==> src/sv/cau_pkg.sv <==
// ----------------------------------------------------------------------------
// cau_pkg
// Shared widths, opcodes and transaction types for the complex arithmetic unit.
// ----------------------------------------------------------------------------
package cau_pkg;

    localparam int DATA_WIDTH  = 16;
    localparam int FRAC_BITS   = 8;
    localparam int PROD_W      = 2 * DATA_WIDTH;
    localparam int SUM_W       = PROD_W + 1;
    localparam int NUM_W       = PROD_W + FRAC_BITS;
    localparam int DEN_W       = PROD_W;
    localparam int QUEUE_DEPTH = 4;
    localparam int QPTR_W      = $clog2(QUEUE_DEPTH);
    localparam int QCNT_W      = $clog2(QUEUE_DEPTH + 1);

    localparam logic [1:0] OP_ADD = 2'd0;
    localparam logic [1:0] OP_SUB = 2'd1;
    localparam logic [1:0] OP_MUL = 2'd2;
    localparam logic [1:0] OP_DIV = 2'd3;

    typedef logic signed [DATA_WIDTH-1:0] t_data;

    localparam t_data DATA_MAX = {1'b0, {(DATA_WIDTH-1){1'b1}}};
    localparam t_data DATA_MIN = {1'b1, {(DATA_WIDTH-1){1'b0}}};

    typedef struct packed {
        logic [1:0] opcode;
        t_data      first_real;
        t_data      first_imag;
        t_data      second_real;
        t_data      second_imag;
    } t_in_item;

    typedef struct packed {
        t_data result_real;
        t_data result_imag;
        logic  divide_by_zero;
        logic  saturated;
    } t_out_item;

    // classified command handed from front to back
    typedef struct packed {
        logic  is_sub;
        logic  is_mul;
        logic  is_div;
        logic  den_zero;
        t_data a;
        t_data b;
        t_data c;
        t_data d;
    } t_cmd;

    // sideband carried alongside the divider pipeline
    typedef struct packed {
        logic                    is_div;
        logic                    den_zero;
        logic                    neg_re;
        logic                    neg_im;
        logic signed [SUM_W-1:0] re_val;
        logic signed [SUM_W-1:0] im_val;
    } t_side;

endpackage

==> src/sv/cau_fifo.sv <==
// ----------------------------------------------------------------------------
// cau_fifo
// Short command queue between the front and the back.
// ----------------------------------------------------------------------------
module cau_fifo
    import cau_pkg::*;
(
    input  logic i_clk,
    input  logic i_rst_n,
    input  logic i_push,
    input  t_cmd i_cmd,
    output logic o_full,
    input  logic i_pop,
    output logic o_valid,
    output t_cmd o_cmd
);

    t_cmd              r_mem [QUEUE_DEPTH];
    logic [QPTR_W-1:0] r_wr;
    logic [QPTR_W-1:0] r_rd;
    logic [QCNT_W-1:0] r_count;

    assign o_full  = r_count == QCNT_W'(QUEUE_DEPTH);
    assign o_valid = r_count != '0;
    assign o_cmd   = r_mem[r_rd];

    // depth is a power of two, so the pointers wrap on their own
    always_ff @(posedge i_clk) begin
        if (!i_rst_n) begin
            r_wr    <= '0;
            r_rd    <= '0;
            r_count <= '0;
        end else begin
            if (i_push) begin
                r_wr <= r_wr + 1'b1;
            end
            if (i_pop) begin
                r_rd <= r_rd + 1'b1;
            end
            r_count <= r_count + QCNT_W'(i_push) - QCNT_W'(i_pop);
        end
    end

    always_ff @(posedge i_clk) begin
        if (i_push) begin
            r_mem[r_wr] <= i_cmd;
        end
    end

endmodule

==> config.mk <==
export PLATFORM = sky130hd
export DESIGN_NAME = cau_fifo
export DESIGN_NICKNAME = d
export VERILOG_FILES = /design/src/sv/cau_pkg.sv /design/src/sv/cau_fifo.sv
export SDC_FILE = /design/constraint.sdc
export NUM_CORES = 1
export LEC_CHECK = 0
export BUFFER_PORTS_ARGS = -buffer_cell sky130_fd_sc_hd__clkbuf_2
export CAP_MARGIN = 20
export CORE_MARGIN = 3
export CORE_UTILIZATION = 35
export DETAILED_ROUTE_END_ITERATION = 12
export PLACE_DENSITY = 0.53
export SYNTH_ARGS = -nofsm -noshare
export SYNTH_HDL_FRONTEND = slang
export SYNTH_SLANG_ARGS = --single-unit
==> constraint.sdc <==
create_clock -name i_clk -period 2.95 [get_ports i_clk]
set_clock_uncertainty 0.1 [all_clocks]
set_input_delay 0.1475 -clock i_clk [delete_from_list [all_inputs] [get_ports i_clk]]
set_output_delay 0.1475 -clock i_clk [all_outputs]
set_load 0.05 [all_outputs]
# Yosys cells after proc, flatten, opt, wreduce, memory -nomap -nowiden
# Memories as Yosys holds them, arrays and structs flattened. A register that Yosys moved wholly into a read port is not among the register bits.
# Cells that the tools add are included.
dict set report totals {
  reg_bits 7
  ramBits 272
  inputBits 72
  output_inout_bits 70
  n_memories 1
}
# memory depth width read_ports rd_clocked_by_memory_dff write_ports line_no
set memory_table {}
lappend memory_table {r_mem 4 68 1 1 1 cau_fifo.sv:18} ;# t_cmd r_mem [QUEUE_DEPTH];
dict set report classes {
  n_addsub 4
  eq_ne 1
  n_mux 4
  n_reduce_logical 1
}
# operator count
set op_table {}
lappend op_table {{2-bit by 1-bit adder with 2-bit output (second input constant)} 2}
lappend op_table {{2-bit two-way mux} 2}
lappend op_table {{3-bit by 1-bit adder with 3-bit output} 1}
lappend op_table {{3-bit == test (second input constant)} 1}
lappend op_table {{3-bit nonzero test} 1}
lappend op_table {{3-bit by 1-bit subtractor with 3-bit output} 1}
lappend op_table {{1-bit two-way mux} 2}

# Longest topological paths before layout
# Gate-level depths: netlist (run 1).
dict set report depth {
  word_depth 3
  ltp_mapped 7
  mapped_depth_nobuf 7
}

# Worst setup path before layout (run 1)
# OpenSTA, ideal clock, no wires.
dict set report synth_path {
  path_kind {reg-to-reg}
  from {reg r_wr[0]}
  to {mem r_mem[0][0] (netlist bit), enable pin}
  arrival_time_ns 2.137
  path_slack_ns 0.279
  stages_incl_launch_ff 4
  path_buffers 0
  period_less_slack_ns 2.671
  cell_sequence {dfxtp_1 > inv_1 > ha_1 > and2_1}
}
# item line_no
set synth_rtl {}
lappend synth_rtl {{start: declaration} cau_fifo.sv:19} ;# logic [QPTR_W-1:0] r_wr;
lappend synth_rtl {{start signal: assignment} cau_fifo.sv:35} ;# r_wr <= r_wr + 1'b1;
lappend synth_rtl {{end: declaration} cau_fifo.sv:18}
# Straight into the memory's write port.

==> results of run 1 <==
-- through the flow --
step / hold WS, ns / cells / power, W / utilization / instance area, sq um
floorplan: 0.146 / 399 / 0.00571 / - / 10300
global placement: 0.261 / 917 / 0.00605 / 0.398 / 11500
detailed placement: 0.267 / 917 / 0.00607 / 0.398 / 11500
CTS: 0.239 / 1045 / 0.00962 / 0.454 / 13100
global route: 0.256 / 1045 / 0.00985 / 0.454 / 13100
finish: 0.268 / 1045 / 0.00948 / 0.454 / 13100
-- power by group through the flow --
stage | combinational, W | clock (W) | sequential, W
2_1_floorplan | 0.000997 | 0 | 0.00471
5_1_grt | 0.00147 | 0.00371 | 0.00467
4_1_cts | 0.00142 | 0.00355 | 0.00465
6_report | 0.00139 | 0.00344 | 0.00465
3_5_place_dp | 0.00134 | 0 | 0.00473
3_3_place_gp | 0.00132 | 0 | 0.00472
-- synthesized netlist by cell type --
library cell	instances	area (sq um)
and3_1	1	6.26
mux4_2	68	1530
clkbuf_1	4	15.0
mux2i_1	1	10.0
xor3_1	1	23.8
and2_1	6	37.5
xnor2_1	2	17.5
buf_4	4	30.0
ha_1	6	75.1
buf_6	1	11.3
inv_1	7	26.3
a21bo_2	1	10.0
buf_2	4	20.0
dfxtp_1	9	180
nand3b_1	1	7.51
buf_12	3	60.1
nor2_1	5	18.8
a21oi_1	1	5.00
fa_1	1	20.0
or3_1	1	6.26
edfxtp_1	272	8170
-- per-layer routing --
| layer | vias to the layer above | routed length [um] | GRT usage |
|---|---|---|---|
| met5 | - | 0 | 0 |
| met4 | 0 | 416 | 0.0330 |
| met3 | 33 | 1060 | 0.0244 |
| met2 | 131 | 10300 | 0.227 |
| met1 | 2523 | 8410 | 0.163 |
| li1 | 2181 | - | - |
-- worst paths after layout --
path	to	from	depth (start not counted)	slack, ns
worst max-delay path	o_cmd[65]	flip-flop	3	0.44
worst min-delay path	r_mem[1][24]$_DFFE_PP_	i_cmd[24]	2	0.27
worst max register to register	r_count[2]$_SDFF_PN0_	r_count[0]$_SDFF_PN0_	7	1.06
worst min register to register	flip-flop	r_rd[0]$_SDFFE_PN0P_	2	0.43
-- registers in the layout (all words and copies together), names as in the netlist, named ones only --
signal and cells:
r_mem 272, r_count 3, r_rd 2, r_wr 2
-- logic make-up (layout without fill, tap and decap cells) --
kind of cell	after synthesis	in the layout
flops	281	281
buf+inv	23	285
mux	69	69
compound gates	2	2
simple gates	14	14
xor+xnor	3	3
fa+ha+maj	7	7
-- cell type report --
type | count | area, sq um | share of cell area
clock buffers | 42 | 817 | 0.0623
clock inverters | 15 | 97.6 | 0.00744
inverters | 7 | 26.3 | 0.00200
multi-input cells | 95 | 1780 | 0.136
flip-flops and latches | 281 | 8360 | 0.637
well taps | 384 | 480 | 0.0366
repair buffers | 221 | 1560 | 0.119
-- worst reg2reg max path, stage by stage (launching register included) --
cell	delay (ns)
dfxtp_1	0.32
inv_1	0.06
ha_1	0.27
inv_1	0.04
ha_1	0.18
fa_1	0.37
xor3_1	0.38
nor2_1	0.04
==> qor.yml, run 1 <==
cp_top_family: "flip-flops"
crit_path_end_kind: "primary output"
overflow: 0
min-delay-path-class: "input port to flip-flop"
dieHeight_um: 177
start_kind: "flip-flop"
area_delta_synth_final_pct: 27.6
dp.final_hpwl_mm: 11.8
tightest_slew_ns: 0.596
synth_compound_area_frac: 0.00146
cts_hold_buf: 71
synth.ff_latch_count: 281
slew_violations: 0
clock-sinks: 281
setup-violations-final: 0
seq_area_frac_synth: 0.812
cts_resized: 0
wl_per_cell_um: 19.3
status: "completed"
avgSynthCellArea_sq_um: 25.8
synth_top_family_by_area: "multiplexers"
cap_violations: 0
routed_wl_mm: 20.2
fp.dieW_um: 177
ant_nets: 0
min_period_ns: 2.51
grt_max_degree: 45
vias_per_cell: 4.66
drtPass1Iterations: 4
leakagePower_nw: 4.48
path_cells: "buf_12 > mux4_2 > clkbuf_2"
pwr-share-clk: 0.363
p_int_w: 0.00706
rsz0062_at_grt: "no"
p_sw_w: 0.00241
grt_pass1_wl_mm: 31.0
cts_made_buffers: 31
clock_latency_ns: 0.53
initial_core_util: 0.356
ys_types: 21
synth_area_sq_um: 10300
p_seq_frac: 0.491
switching_share: 0.255
final_cell_mix: "edfxtp_1, clkbuf_2, dlygate4sd3_1, mux4_2, clkbuf_16"
power.density_nw_per_um2: 722
port_buffers: 141
cts_tree: "done"
postCtsSetupBuffers: 0
io_pins: 142
antennaDiodeCount: 0
p_comb_frac: 0.146
dieArea_sq_um: 31500
antenna_found_initial: 0
dr_total_vias: 4868
postLayoutSetupSlackWorst_ns: 0.441
place_ws_ns: 0.948
synth_fa_ha_area_frac: 0.00925
slowest_delay_ns: 0.72
dr.first_iter.drc_count: 255
fin_setup_tns_ns: 0
max_slew_margin: 0.603
drive_above_1_share: 0.395
cts_root_buf: "clkbuf_16"
ir_worst_vdd_uv: 443
cp_num_buf_inv: 2
htreeDepth: 1
cpMaxStageDelayCell: "dfxtp_4"
synth_nets: 478
syn_inst: 399
finalCritPeriodShare: 0.851
yosys.area_share.simple: 0.00742
fin_nets: 716
synth_xor_area_frac: 0.00402
cp_data_arrival_time_ns: 2.26
fmax_ghz: 0.399
final_common_cell: "edfxtp_1"
worst_ep_required_time_ns: 2.70
drc: 0
hold_violations: 0
synth_mux_area_frac: 0.150
worstSetupPathType: "flip-flop to primary output"
fillers: 2501
grt_pass1_vias: 5389
ys_warn_count: 0
worst-path-max-fanout: 35
rows: 62
clock_path_buffers: 3
core-area_sq_um: 28900
track_usage: 0.128
path_clk_slew_ns: 0.06
finalWeightedCongestion: 0.694
Power figures use the tool's default switching activity.
==> run 2: changes to the inputs <==
==> constraint.sdc (replaced) <==
create_clock -name i_clk -period 2.95 [get_ports i_clk]
set_clock_uncertainty 0.1 [all_clocks]
set_input_delay 0.59 -clock i_clk [delete_from_list [all_inputs] [get_ports i_clk]]
set_output_delay 0.59 -clock i_clk [all_outputs]
set_load 0.05 [all_outputs]
==> qor.yml, run 2 (synthesized netlist as in run 1, its figures left out) <==
clock_path_buffers: 3  # unchanged
cts_made_buffers: 30  # -3.2%
fin_nets: 647  # -9.6%
top_regs: "r_mem x272, r_count x3"
cp_data_arrival_time_ns: 2.11  # -0.15 ns
largest_register: "r_mem"
antenna_found_initial: 2  # +2
dpl-instance-area_sq_um: 11500  # +0.30%
switching_share: 0.251  # -0.00375
dr.first_iter.drc_count: 239  # -6.3%
overflow: 0  # unchanged
postCtsSetupBuffers: 0  # unchanged
final_common_cell: "edfxtp_1"
track_usage: 0.126  # -0.00242
status: "completed"
cts_tree: "done"
finalWeightedCongestion: 0.743  # +7.1%
clock-sinks: 281  # unchanged
placed_cells: 920  # +0.33%
reg2reg_to: "r_count[2]$_SDFF_PN0_"
cpMaxStageDelayCell: "dfxtp_4"
hold_path_depth: 1  # -1
timing.rr.start: "r_count[0]$_SDFF_PN0_"
p_int_w: 0.00707  # +0.13%
vias_per_cell: 4.81  # +3.2%
power.density_nw_per_um2: 758  # +4.9%
initial_core_util: 0.356  # unchanged
min_to: "r_mem[0][30]$_DFFE_PP_"
setup-violations-final: 0  # unchanged
antennaDiodeCount: 0  # unchanged
cts_hold_buf: 0  # -100%
min_period_ns: 2.80  # +0.288 ns
grt_max_degree: 38  # -16%
pwr-share-clk: 0.368  # +0.005
routed_wl_mm: 19.5  # -3.4%
start_kind: "flip-flop"
drive_above_1_share: 0.454  # +0.0594
finalCritPeriodShare: 0.948  # +0.0977
max_slew_margin: 0.677  # +0.0738
fin_area_sq_um: 12500  # -5.0%
io_pins: 142  # unchanged
final_cells: 974  # -6.8%
leakagePower_nw: 4.22  # -5.8%
p_seq_frac: 0.492  # about the same
grt_pass1_wl_mm: 30.1  # -2.7%
hold_slack_ns: 0.170  # -0.0978 ns
cts_resized: 0  # unchanged
worst_ep_required_time_ns: 2.26  # -0.44 ns
fillers: 2528  # +1.1%
grt_pass1_vias: 5167  # -4.1%
p_comb_frac: 0.140  # -0.006
path_clk_slew_ns: 0.06  # about the same
dr_total_vias: 4683  # -3.8%
slowest_delay_ns: 0.51  # -0.21 ns
path_cells: "buf_4 > mux4_2 > clkbuf_2"
worstSetupPathType: "flip-flop to primary output"
hp-start: "i_cmd[30]"
final_cell_mix: "edfxtp_1, clkbuf_2, mux4_2, clkbuf_16, clkinv_1"
fp.dieW_um: 177  # unchanged
ant_nets: 0  # unchanged
r2r_setup_slack_ns: 1.03  # -0.03 ns
rr_worst_depth: 7  # unchanged
tightest_slew_ns: 0.485  # -0.111 ns
port_buffers: 141  # unchanged
drtPass1Iterations: 4  # unchanged
dieArea_sq_um: 31500  # unchanged
largest_register_ffs: 272  # unchanged
worst-path-max-fanout: 21  # -40%
cts_root_buf: "clkbuf_16"
fin_setup_tns_ns: 0  # unchanged
rsz0062_at_grt: "no"
hold_violations: 0  # unchanged
post-route-util: 0.432  # -0.0229
clock_latency_ns: 0.54  # about the same
min-delay-path-class: "input port to flip-flop"
dieHeight_um: 177  # unchanged
area_delta_synth_final_pct: 21.2
rows: 62  # unchanged
dp.final_hpwl_mm: 12.0  # +1.7%
ir_worst_vdd_uv: 711  # +61%
htreeDepth: 1  # unchanged
cap_violations: 0  # unchanged
slew_violations: 0  # unchanged
core-area_sq_um: 28900  # unchanged
crit_path_end_kind: "primary output"
fmax_ghz: 0.357  # -10%
p_sw_w: 0.00237  # -1.8%
wl_per_cell_um: 20.1  # +3.7%
drc: 0  # unchanged
[run 2: cell count changes in the layout (fill, tap and decap cells not counted)]
cell and change:
clkinv_1 -2, clkinv_4 -1, clkinv_2 +4, clkbuf_1 -5, buf_12 +1, buf_4 +2
bufinv_16 +1, dlygate4sd3_1 -71
[run 2: power groups by stage]
stage,Clock (W),Combinational (W),Sequential [W]
2_1_floorplan,0,0.000997,0.00471
3_3_place_gp,0,0.00133,0.00471
3_5_place_dp,0,0.00135,0.00473
4_1_cts,0.00360,0.00135,0.00464
5_1_grt,0.00377,0.00141,0.00466
6_report,0.00348,0.00132,0.00464
[run 2: area by class of cell]
cell class                      count  area (sq um)  share of cell area
Clock buffer                       37           798              0.0641
Clock inverter                     17           131              0.0105
Inverter                            7          26.3             0.00211
Multi-Input combinational cell     95          1780               0.143
Sequential cell                   281          8360               0.671
Tap cell                          384           480              0.0386
Timing Repair Buffer              153           883              0.0709
[run 2: critical path: cells and delay by family, from the launching register on]
family	cells	cell delay, ns
mux	1	0.41
flops	1	0.51
buf+inv	2	0.63
[run 2: stage by stage]
| step | total power, W | worst slack (ns) |
|---|---|---|
| finish | 0.00944 | 0.153 |
| global route | 0.00983 | 0.0104 |
| CTS | 0.00960 | 0.0644 |
| detailed placement | 0.00608 | 0.661 |
| global placement | 0.00605 | 0.656 |
| floorplan | 0.00571 | 0.231 |
[run 2: metal layers]
| metal | up-vias | part of all wire | track usage |
|---|---|---|---|
| met5 | - | 0.0013 | 0 |
| met4 | 4 | 0.025 | 0.0340 |
| met3 | 41 | 0.067 | 0.0372 |
| met2 | 136 | 0.51 | 0.216 |
| met1 | 2460 | 0.39 | 0.156 |
| li1 | 2042 | - | - |
[run 2: how the worst max path moves through the flow]
stage | from | endpoint | slack (ns) | cells past startpoint
after floorplan | i_push | r_mem[0][0]$_DFFE_PP_ | 0.23 | 1
after global placement | flip-flop | o_cmd[3] | 0.66 | 3
after detailed placement | flip-flop | o_cmd[3] | 0.66 | 3
after CTS | flip-flop | o_cmd[3] | 0.06 | 3
after global routing | flip-flop | o_cmd[3] | 0.01 | 3
final | flip-flop | o_cmd[3] | 0.15 | 3
