File: config.mk
export PLATFORM = sky130hd
export DESIGN_NAME = cau_front
export DESIGN_NICKNAME = d
export VERILOG_FILES = /design/src/sv/cau_pkg.sv /design/src/sv/cau_front.sv
export SDC_FILE = /design/constraint.sdc
export NUM_CORES = 1
export LEC_CHECK = 0
export ABC_AREA = 1
export BUFFER_PORTS_ARGS = -buffer_cell sky130_fd_sc_hd__buf_2
export CAP_MARGIN = 0
export CORE_ASPECT_RATIO = 1.75
export CORE_MARGIN = 3
export CORE_UTILIZATION = 45
export CTS_CLUSTER_DIAMETER = 150
export DETAILED_ROUTE_END_ITERATION = 8
export GPL_ROUTABILITY_DRIVEN = 0
export PLACE_DENSITY_LB_ADDON = 0.12
export SYNTH_ARGS = -nofsm -noshare
export SYNTH_HDL_FRONTEND = slang
export SYNTH_SLANG_ARGS = --single-unit
export TNS_END_PERCENT = 10
File: constraint.sdc
create_clock -name i_clk -period 6.97 [get_ports i_clk]
set_input_delay 1.394 -clock i_clk [delete_from_list [all_inputs] [get_ports i_clk]]
set_output_delay 1.394 -clock i_clk [all_outputs]
set_load 0.02 [all_outputs]
File: src/sv/cau_pkg.sv
// ----------------------------------------------------------------------------
// cau_pkg
// Shared widths, opcodes and transaction types for the complex arithmetic unit.
// ----------------------------------------------------------------------------
package cau_pkg;

    localparam int DATA_WIDTH  = 16;
    localparam int FRAC_BITS   = 8;
    localparam int PROD_W      = 2 * DATA_WIDTH;
    localparam int SUM_W       = PROD_W + 1;
    localparam int NUM_W       = PROD_W + FRAC_BITS;
    localparam int DEN_W       = PROD_W;
    localparam int QUEUE_DEPTH = 4;
    localparam int QPTR_W      = $clog2(QUEUE_DEPTH);
    localparam int QCNT_W      = $clog2(QUEUE_DEPTH + 1);

    localparam logic [1:0] OP_ADD = 2'd0;
    localparam logic [1:0] OP_SUB = 2'd1;
    localparam logic [1:0] OP_MUL = 2'd2;
    localparam logic [1:0] OP_DIV = 2'd3;

    typedef logic signed [DATA_WIDTH-1:0] t_data;

    localparam t_data DATA_MAX = {1'b0, {(DATA_WIDTH-1){1'b1}}};
    localparam t_data DATA_MIN = {1'b1, {(DATA_WIDTH-1){1'b0}}};

    typedef struct packed {
        logic [1:0] opcode;
        t_data      first_real;
        t_data      first_imag;
        t_data      second_real;
        t_data      second_imag;
    } t_in_item;

    typedef struct packed {
        t_data result_real;
        t_data result_imag;
        logic  divide_by_zero;
        logic  saturated;
    } t_out_item;

    // classified command handed from front to back
    typedef struct packed {
        logic  is_sub;
        logic  is_mul;
        logic  is_div;
        logic  den_zero;
        t_data a;
        t_data b;
        t_data c;
        t_data d;
    } t_cmd;

    // sideband carried alongside the divider pipeline
    typedef struct packed {
        logic                    is_div;
        logic                    den_zero;
        logic                    neg_re;
        logic                    neg_im;
        logic signed [SUM_W-1:0] re_val;
        logic signed [SUM_W-1:0] im_val;
    } t_side;

endpackage

File: src/sv/cau_front.sv
// ----------------------------------------------------------------------------
// cau_front
// Accepts input transactions, decodes the opcode and flags a zero divisor.
// ----------------------------------------------------------------------------
module cau_front
    import cau_pkg::*;
(
    input  logic     i_clk,
    input  logic     i_rst_n,
    input  logic     i_in_valid,
    output logic     o_in_stall,
    input  t_in_item i_in,
    output logic     o_push,
    output t_cmd     o_cmd,
    input  logic     i_q_full
);

    logic r_valid;
    t_cmd r_cmd;
    t_cmd n_cmd;
    logic accept;

    assign o_push     = r_valid && !i_q_full;
    assign o_in_stall = r_valid && i_q_full;
    assign accept     = i_in_valid && !o_in_stall;
    assign o_cmd      = r_cmd;

    always_comb begin
        n_cmd          = '0;
        n_cmd.a        = i_in.first_real;
        n_cmd.b        = i_in.first_imag;
        n_cmd.c        = i_in.second_real;
        n_cmd.d        = i_in.second_imag;
        unique case (i_in.opcode)
            OP_ADD: begin
            end
            OP_SUB: begin
                n_cmd.is_sub = 1'b1;
            end
            OP_MUL: begin
                n_cmd.is_mul = 1'b1;
            end
            OP_DIV: begin
                n_cmd.is_div   = 1'b1;
                n_cmd.den_zero = (i_in.second_real == '0) && (i_in.second_imag == '0);
            end
            default: begin
            end
        endcase
    end

    always_ff @(posedge i_clk) begin
        if (!i_rst_n) begin
            r_valid <= 1'b0;
        end else if (accept) begin
            r_valid <= 1'b1;
        end else if (o_push) begin
            r_valid <= 1'b0;
        end
    end

    always_ff @(posedge i_clk) begin
        if (accept) begin
            r_cmd <= n_cmd;
        end
    end

endmodule

* Yosys cells after proc, flatten, opt, wreduce, memory -nomap -nowiden *
Cells that the tools add are included.

cells by class
  equal/unequal tests = 3
  muxes and demuxes = 5
  reduce and logical (&&, ||, !) cells = 9

operators with widths
  operator                                                         number
  16-bit logical NOT                                               2
  2-bit == test, second input constant                             2
  1-bit logical AND                                                4
  1-bit two-way mux                                                4
  2-bit by 1-bit == test with 1-bit output, second input constant  1
  1-bit logical NOT                                                2
  2-bit two-way mux                                                1
  2-bit nonzero test                                               1

storage, ports and cells
  register bits after elaboration = 69
  input bits = 70

* Logic depth before layout (Yosys ltp) *
Gate-level depths: netlist of the first run.

  depth after elaboration = 4
  gate-level depth with buffers = 5
  gate-level depth less buffers = 5

* Worst setup path after synthesis of the first run *
Ideal clock, no wire load.

  kind = input-to-reg
  start = input port i_q_full
  end = register r_cmd (netlist bit o_cmd[0]) (enable)
  data arrival time = 4.431 ns
  required time = 6.475 ns
  setup slack = 2.045 ns
  stages on the path = 3
  path buffers = 0
  cells stage by stage = nand2_1 inv_1 nor2_1

on the way
  word-level cells in the longest chain between the ends = 3

ends and longest elaborated chain
  item                    RTL line         RTL
  start: declaration      cau_front.sv:15  input logic i_q_full
  1-bit logical AND       cau_front.sv:24  assign o_in_stall = r_valid && i_q_full;
  net o_in_stall          cau_front.sv:11  output logic o_in_stall,
  1-bit logical NOT       cau_front.sv:25  assign accept = i_in_valid && !o_in_stall;
  1-bit logical AND       cau_front.sv:25
  net accept              cau_front.sv:21  logic accept;
  end signal: assignment  cau_front.sv:64  r_cmd <= n_cmd;
  end: declaration        cau_front.sv:19  t_cmd r_cmd;

The timed path passes the listed nets, and every way through them passes these cells.
A chain may end at the register's enable or synchronous reset.

* Final worst setup path of the first run *
  start = input port i_q_full
  end = output port o_in_stall

on the way
  word-level cells in the longest chain between the ends = 1

ends and longest elaborated chain
  item               RTL line
  1-bit logical AND  cau_front.sv:24
  end: declaration   cau_front.sv:11

No other way between the ends.

==> summary.txt, run 1 <==
Clocking
  – CTS tree: done
  – CTS Buf Count: 9
  – Clock latency on the worst-skew pair: 0.33 ns
  – Clk buf depth: 2
  – Htree depth: 3
  – Hold Buf Count CTS: 0
  – Sink Count: 69
  – CTS clk-pin slew, worst paths: 0.07 ns
  – Clk root buf: clkbuf_8
  – Post-CTS setup buffer count: 0
  – CTS resizes: 0

Status
  – Status: finished clean

Placement
  – HPWL Detailed: 3340 um
  – I/O Buffers: 139
  – Place WS: 3.75 ns
  – Area after DPL: 3010 um2

GRT
  – Initial antenna violation count: 0
  – Largest net degree at the start of global routing: 69
  – Vias in the first global route: 1413
  – First-pass GRT wire length: 6440 um
  – All-Layer GR Usage: 0.155
  – Total global routing overflow: 0

Synthesis
  – Netlist Area Pre-Place: 2230 um2
  – Warnings, synthesis: 0
  – Mapped Cells: 112
  – Syn Area/Cell: 19.9 um2
  – Sequential area share after synthesis: 0.925
  – Yosys top cell by area: edfxtp_1
  – Flops & latches, synth: 69
  – Synth area leaders: edfxtp_1, nor2_1, nand2_1
  – Proportion of netlist area held by the largest area contributor: 0.916
  – Post-synth cell types: 7
  – Mapped Nets: 182

Timing
  – Final Cycle Share: 0.461
  – Final Hold Viols: 0
  – Setup-failing EPs final: 0
  – Layout Skew: 0.00458 ns
  – Final Slew Violations: 0
  – Min setup slack post-route: 3.76 ns
  – RSZ-0062 raised after global routing: false
  – Slew HR: 0.456
  – Min Tclk post-route: 3.21 ns
  – TNS Setup: 0 ns
  – Fmax: 311 MHz
  – Hold WS: 0.503 ns
  – Worst Tran Pin Value: 0.816 ns

Routing
  – Routed vias/inst: 4.60
  – DR WL/cell: 13.9 um
  – DRT Pass-1 Iters: 6
  – Post-DRT Antenna Nets: 0
  – Routed WL: 4440 um
  – DRT iter0 DRCs: 52
  – Routed vias: 1466
  – Residual DRC: 0

Critical path
  – Crit path DAT: 1.82 ns
  – Startpoint Class: input port
  – Slowest CP cell: buf_2
  – Cell with the most instances on the worst path: buf_2
  – WP buf/inv: 3
  – Crit-path leading delay family: buffers and inverters
  – Reg2reg start: r_valid$_SDFFE_PN0P_
  – Critical path class: in2out
  – Cells along the critical path: buf_2 > nand2_1 > inv_1 > buf_2
  – Worst Path Required: 5.58 ns
  – CP max stage delay: 0.18 ns
  – Critical path origin: i_q_full
  – CP endpoint kind: output port
  – CP max FO: 2

Cells and area
  – Nets: 333
  – Layout cells sized above 1: 0.581
  – ANT cells: 0
  – Design area: 3210 um2
  – Syn-to-layout area delta: 43.9%

Die
  – Std-Cell Core Area: 4750 um2
  – Placement Rows: 33
  – Starting Density: 0.470
  – Boundary pin count: 140
  – Full die area: 5870 um2
  – Die Wd: 59.2 um
  – DIE HEIGHT: 99.1 um

Worst hold path
  – Worst hold path type: reg2reg
  – Hold path start: r_valid$_SDFFE_PN0P_

Power and ir drop
  – Cell leakage power: 1.42 nW
  – PD cells: 283 nW/um2
  – Peak VDD IR: 0.241 mV

Job
  – Max-cap viol count: 0
==> routing by layer <==
layer | share of wire | track usage | vias to the layer above | wire (um)
met3 | 0.11 | 0.0558 | 8 | 473
li1 | - | - | 708 | -
met5 | 0 | 0 | - | 0
met4 | 0.025 | 0.108 | 0 | 113
met1 | 0.33 | 0.159 | 660 | 1470
met2 | 0.54 | 0.253 | 90 | 2390
==> power by group <==
part	internal (mW)	switching (mW)	total (mW)
combinational	0.0314	0.0581	0.0894
sequential	0.485	0.00484	0.490
clock	0.196	0.133	0.330
total	0.713	0.196	0.909
==> final timing paths <==
kind	endpoint	slack, ns	cells after the start
setup reg to reg	o_cmd[65]$_DFFE_PP_	5.40	4
setup / recovery	o_in_stall	3.76	4
hold / removal	r_valid$_SDFFE_PN0P_	0.50	2
hold reg to reg	r_valid$_SDFFE_PN0P_	0.50	2
==> worst reg2reg max path: stages, from the launching register on <==
cell,delay (ns)
dfxtp_1,0.32
nand2_1,0.07
inv_1,0.07
nor2_4,0.07
buf_4,0.65
==> placed cells by master, fill, tap and decap left out <==
master     count
a21boi_0       1
clkinv_2       3
nor2_1        24
edfxtp_1      68
nand2_1        9
bufinv_16      2
clkinv_1       1
buf_4          1
nand3_1        2
clkbuf_8       9
nor2_4         1
dfxtp_1        1
inv_1          6
buf_2        139
==> state kept, by name, indices dropped and copies added, names as in the netlist <==
name     flops
o_cmd       68
r_valid      1
==> cell families after synthesis <==
logic type | Yosys count | synth area share
flops | 69 | 0.925
buf+inv | 6 | 0.0101
simple gates | 36 | 0.0617
compound gates | 1 | 0.00337
==> area by class of cell <==
| type | count | area, um2 |
|---|---|---|
| Sequential cell | 69 | 2060 |
| Fill cell | 351 | 1540 |
| Timing Repair Buffer | 140 | 703 |
| Multi-Input combinational cell | 37 | 153 |
| Clock buffer | 9 | 124 |
| Clock inverter | 6 | 78.8 |
| Tap cell | 52 | 65.1 |
| Inverter | 6 | 22.5 |
==> synthesized netlist by cell type <==
cell type / count
dfxtp_1: 1
inv_1: 6
edfxtp_1: 68
nor2_1: 25
nand3_1: 2
a21boi_0: 1
nand2_1: 9
==> through the flow <==
stage	util	power, mW	cells
2_1_floorplan	-	0.545	112
3_3_place_gp	0.633	0.588	304
3_5_place_dp	0.633	0.590	304
4_1_cts	0.676	0.921	319
5_1_grt	0.676	0.946	319
6_report	0.676	0.909	319
Note: power is estimated with default switching activity, not from simulation.
==> inputs of run 2 (changes only) <==
--- a/config.mk
+++ b/config.mk
@@ -10,7 +10,7 @@
 export CAP_MARGIN = 0
 export CORE_ASPECT_RATIO = 1.75
 export CORE_MARGIN = 3
-export CORE_UTILIZATION = 45
+export CORE_UTILIZATION = 38
 export CTS_CLUSTER_DIAMETER = 150
 export DETAILED_ROUTE_END_ITERATION = 8
 export GPL_ROUTABILITY_DRIVEN = 0
==> constraint.sdc (replaced) <==
create_clock -name i_clk -period 2.95 [get_ports i_clk]
set_input_delay 0.59 -clock i_clk [delete_from_list [all_inputs] [get_ports i_clk]]
set_output_delay 0.59 -clock i_clk [all_outputs]
set_load 0.02 [all_outputs]
==> summary.txt, run 2 (synthesis results as in run 1) <==
Status
  – Status: finished clean

Die
  – Die Wd: 63.9 um (+7.9%)
  – Starting Density: 0.396 (-0.0736)
  – Full die area: 6860 um2 (+17%)
  – Boundary pin count: 140 (unchanged)
  – DIE HEIGHT: 107 um (+8.3%)
  – Std-Cell Core Area: 5630 um2 (+19%)
  – Placement Rows: 36 (+9.1%)

Routing
  – Post-DRT Antenna Nets: 0 (unchanged)
  – Routed WL: 4520 um (+1.9%)
  – DR WL/cell: 13.1 um (-5.7%)
  – DRT Pass-1 Iters: 4 (-2)
  – Routed vias: 1450 (-1.1%)
  – Routed vias/inst: 4.20 (-8.5%)
  – DRT iter0 DRCs: 50 (-3.8%)
  – Residual DRC: 0 (unchanged)

Placement
  – HPWL Detailed: 3570 um (+7.1%)
  – I/O Buffers: 139 (unchanged)
  – Area after DPL: 3040 um2 (+1.2%)

Timing
  – Slew HR: 0.705 (+0.249)
  – Fmax: 621 MHz
  – Min Tclk post-route: 1.61 ns
  – RSZ-0062 raised after global routing: false
  – Hold WS: 0.430 ns (-0.0731 ns)
  – TNS Setup: 0 ns (unchanged)
  – Final Slew Violations: 0 (unchanged)
  – Final Hold Viols: 0 (unchanged)
  – Worst Tran Pin Value: 0.443 ns (-0.374 ns)
  – Layout Skew: 0.00361 ns (-0.000970 ns)
  – Final Cycle Share: 0.546
  – Setup-failing EPs final: 0 (unchanged)

Power and ir drop
  – Peak VDD IR: 0.343 mV (+43%)
  – PD cells: 617 nW/um2 (+120%)
  – Cell leakage power: 1.40 nW (-1.4%)

Cells and area
  – Layout cells sized above 1: 0.576 (-0.00432)
  – Commonest non-fill, non-tap cell in the layout: buf_2
  – Max FFs per register: 68 (unchanged)
  – Design area: 3200 um2 (-0.23%)
  – Nets: 334 (+0.30%)
  – ANT cells: 0 (unchanged)
  – Most frequent cells in the layout: buf_2, edfxtp_1, nor2_1, nand2_1, clkbuf_8
  – Filler cell count: 497 (+42%)
  – Syn-to-layout area delta: 43.5%

Critical path
  – Worst Path Required: 2.36 ns (-3.22 ns)
  – Startpoint Class: input port
  – Critical path class: in2out
  – CP endpoint kind: output port
  – Crit path DAT: 1.02 ns (-0.80 ns)
  – CP max FO: 2 (unchanged)

Clocking
  – Htree depth: 3 (unchanged)
  – CTS resizes: 0 (unchanged)
  – CTS clk-pin slew, worst paths: 0.07 ns (about the same)
  – Sink Count: 69 (unchanged)
  – CTS Buf Count: 9 (unchanged)
  – Clk root buf: clkbuf_8
  – Clock latency on the worst-skew pair: 0.33 ns (about the same)
  – Clk buf depth: 2 (unchanged)
  – Post-CTS setup buffer count: 0 (unchanged)
  – Hold Buf Count CTS: 0 (unchanged)
  – CTS tree: done

GRT
  – Initial antenna violation count: 0 (unchanged)
  – Largest net degree at the start of global routing: 38 (-45%)
  – First-pass GRT wire length: 6440 um (+0.11%)
  – All-Layer GR Usage: 0.134 (-0.0215)
  – Vias in the first global route: 1333 (-5.7%)
  – Total global routing overflow: 0 (unchanged)

Worst hold path
  – Worst hold path type: in2reg

Job
  – Max-cap viol count: 0 (unchanged)
## run 2: cell types whose count changed in the layout (fill, tap and decap cells not counted), sizes merged
cell,before,now
buf,140,141
clkbuf,9,10
bufinv,2,0
clkinvlp,0,1
clkinv,4,5
## run 2: layer usage
metal / part of all wire / routed length (um) / track usage
met2: 0.55 / 2470 / 0.219
met4: 0.017 / 78 / 0.0742
met3: 0.11 / 484 / 0.0700
met1: 0.33 / 1490 / 0.134
met5: 0 / 0 / 0
## run 2: final timing paths
| kind | from | end | slack [ns] | cells after the start |
|---|---|---|---|---|
| setup / recovery | i_q_full | o_in_stall | 1.34 | 4 |
| hold / removal | i_in[59] | o_cmd[59]$_DFFE_PP_ | 0.43 | 1 |
| setup reg to reg | r_valid$_SDFFE_PN0P_ | o_cmd[61]$_DFFE_PP_ | 1.66 | 4 |
| hold reg to reg | r_valid$_SDFFE_PN0P_ | r_valid$_SDFFE_PN0P_ | 0.50 | 2 |
## run 2: layout make-up
| class | count | area [um2] | share of cell area |
|---|---|---|---|
| clock buffer | 10 | 128 | 0.0399 |
| clock inverter | 6 | 30.0 | 0.00938 |
| inverter | 6 | 22.5 | 0.00704 |
| multi-input combinational | 37 | 153 | 0.0477 |
| sequential | 69 | 2060 | 0.644 |
| tap | 76 | 95.1 | 0.0297 |
| timing repair buffer | 141 | 711 | 0.222 |
## run 2: per-stage QoR
step | cells | utilization | setup slack, ns | power [mW]
floorplan | 112 | - | 0.726 | 1.28
global placement | 329 | 0.540 | 1.27 | 1.39
detailed placement | 329 | 0.540 | 1.25 | 1.40
CTS | 345 | 0.568 | 1.32 | 2.01
global route | 345 | 0.568 | 1.26 | 2.07
finish | 345 | 0.568 | 1.34 | 1.98
## run 2: power by group
part / internal [mW] / switching (mW) / total, mW / leakage (nW)
combinational: 0.0753 / 0.138 / 0.213 / 0.651
clock: 0.294 / 0.312 / 0.606 / 0.0809
sequential: 1.15 / 0.0109 / 1.16 / 0.667
total: 1.51 / 0.461 / 1.98 / 1.40
## run 2: worst max-delay path: stages
cell     delay [ns]
buf_2          0.09
nand2_1        0.06
inv_1          0.11
buf_2          0.18
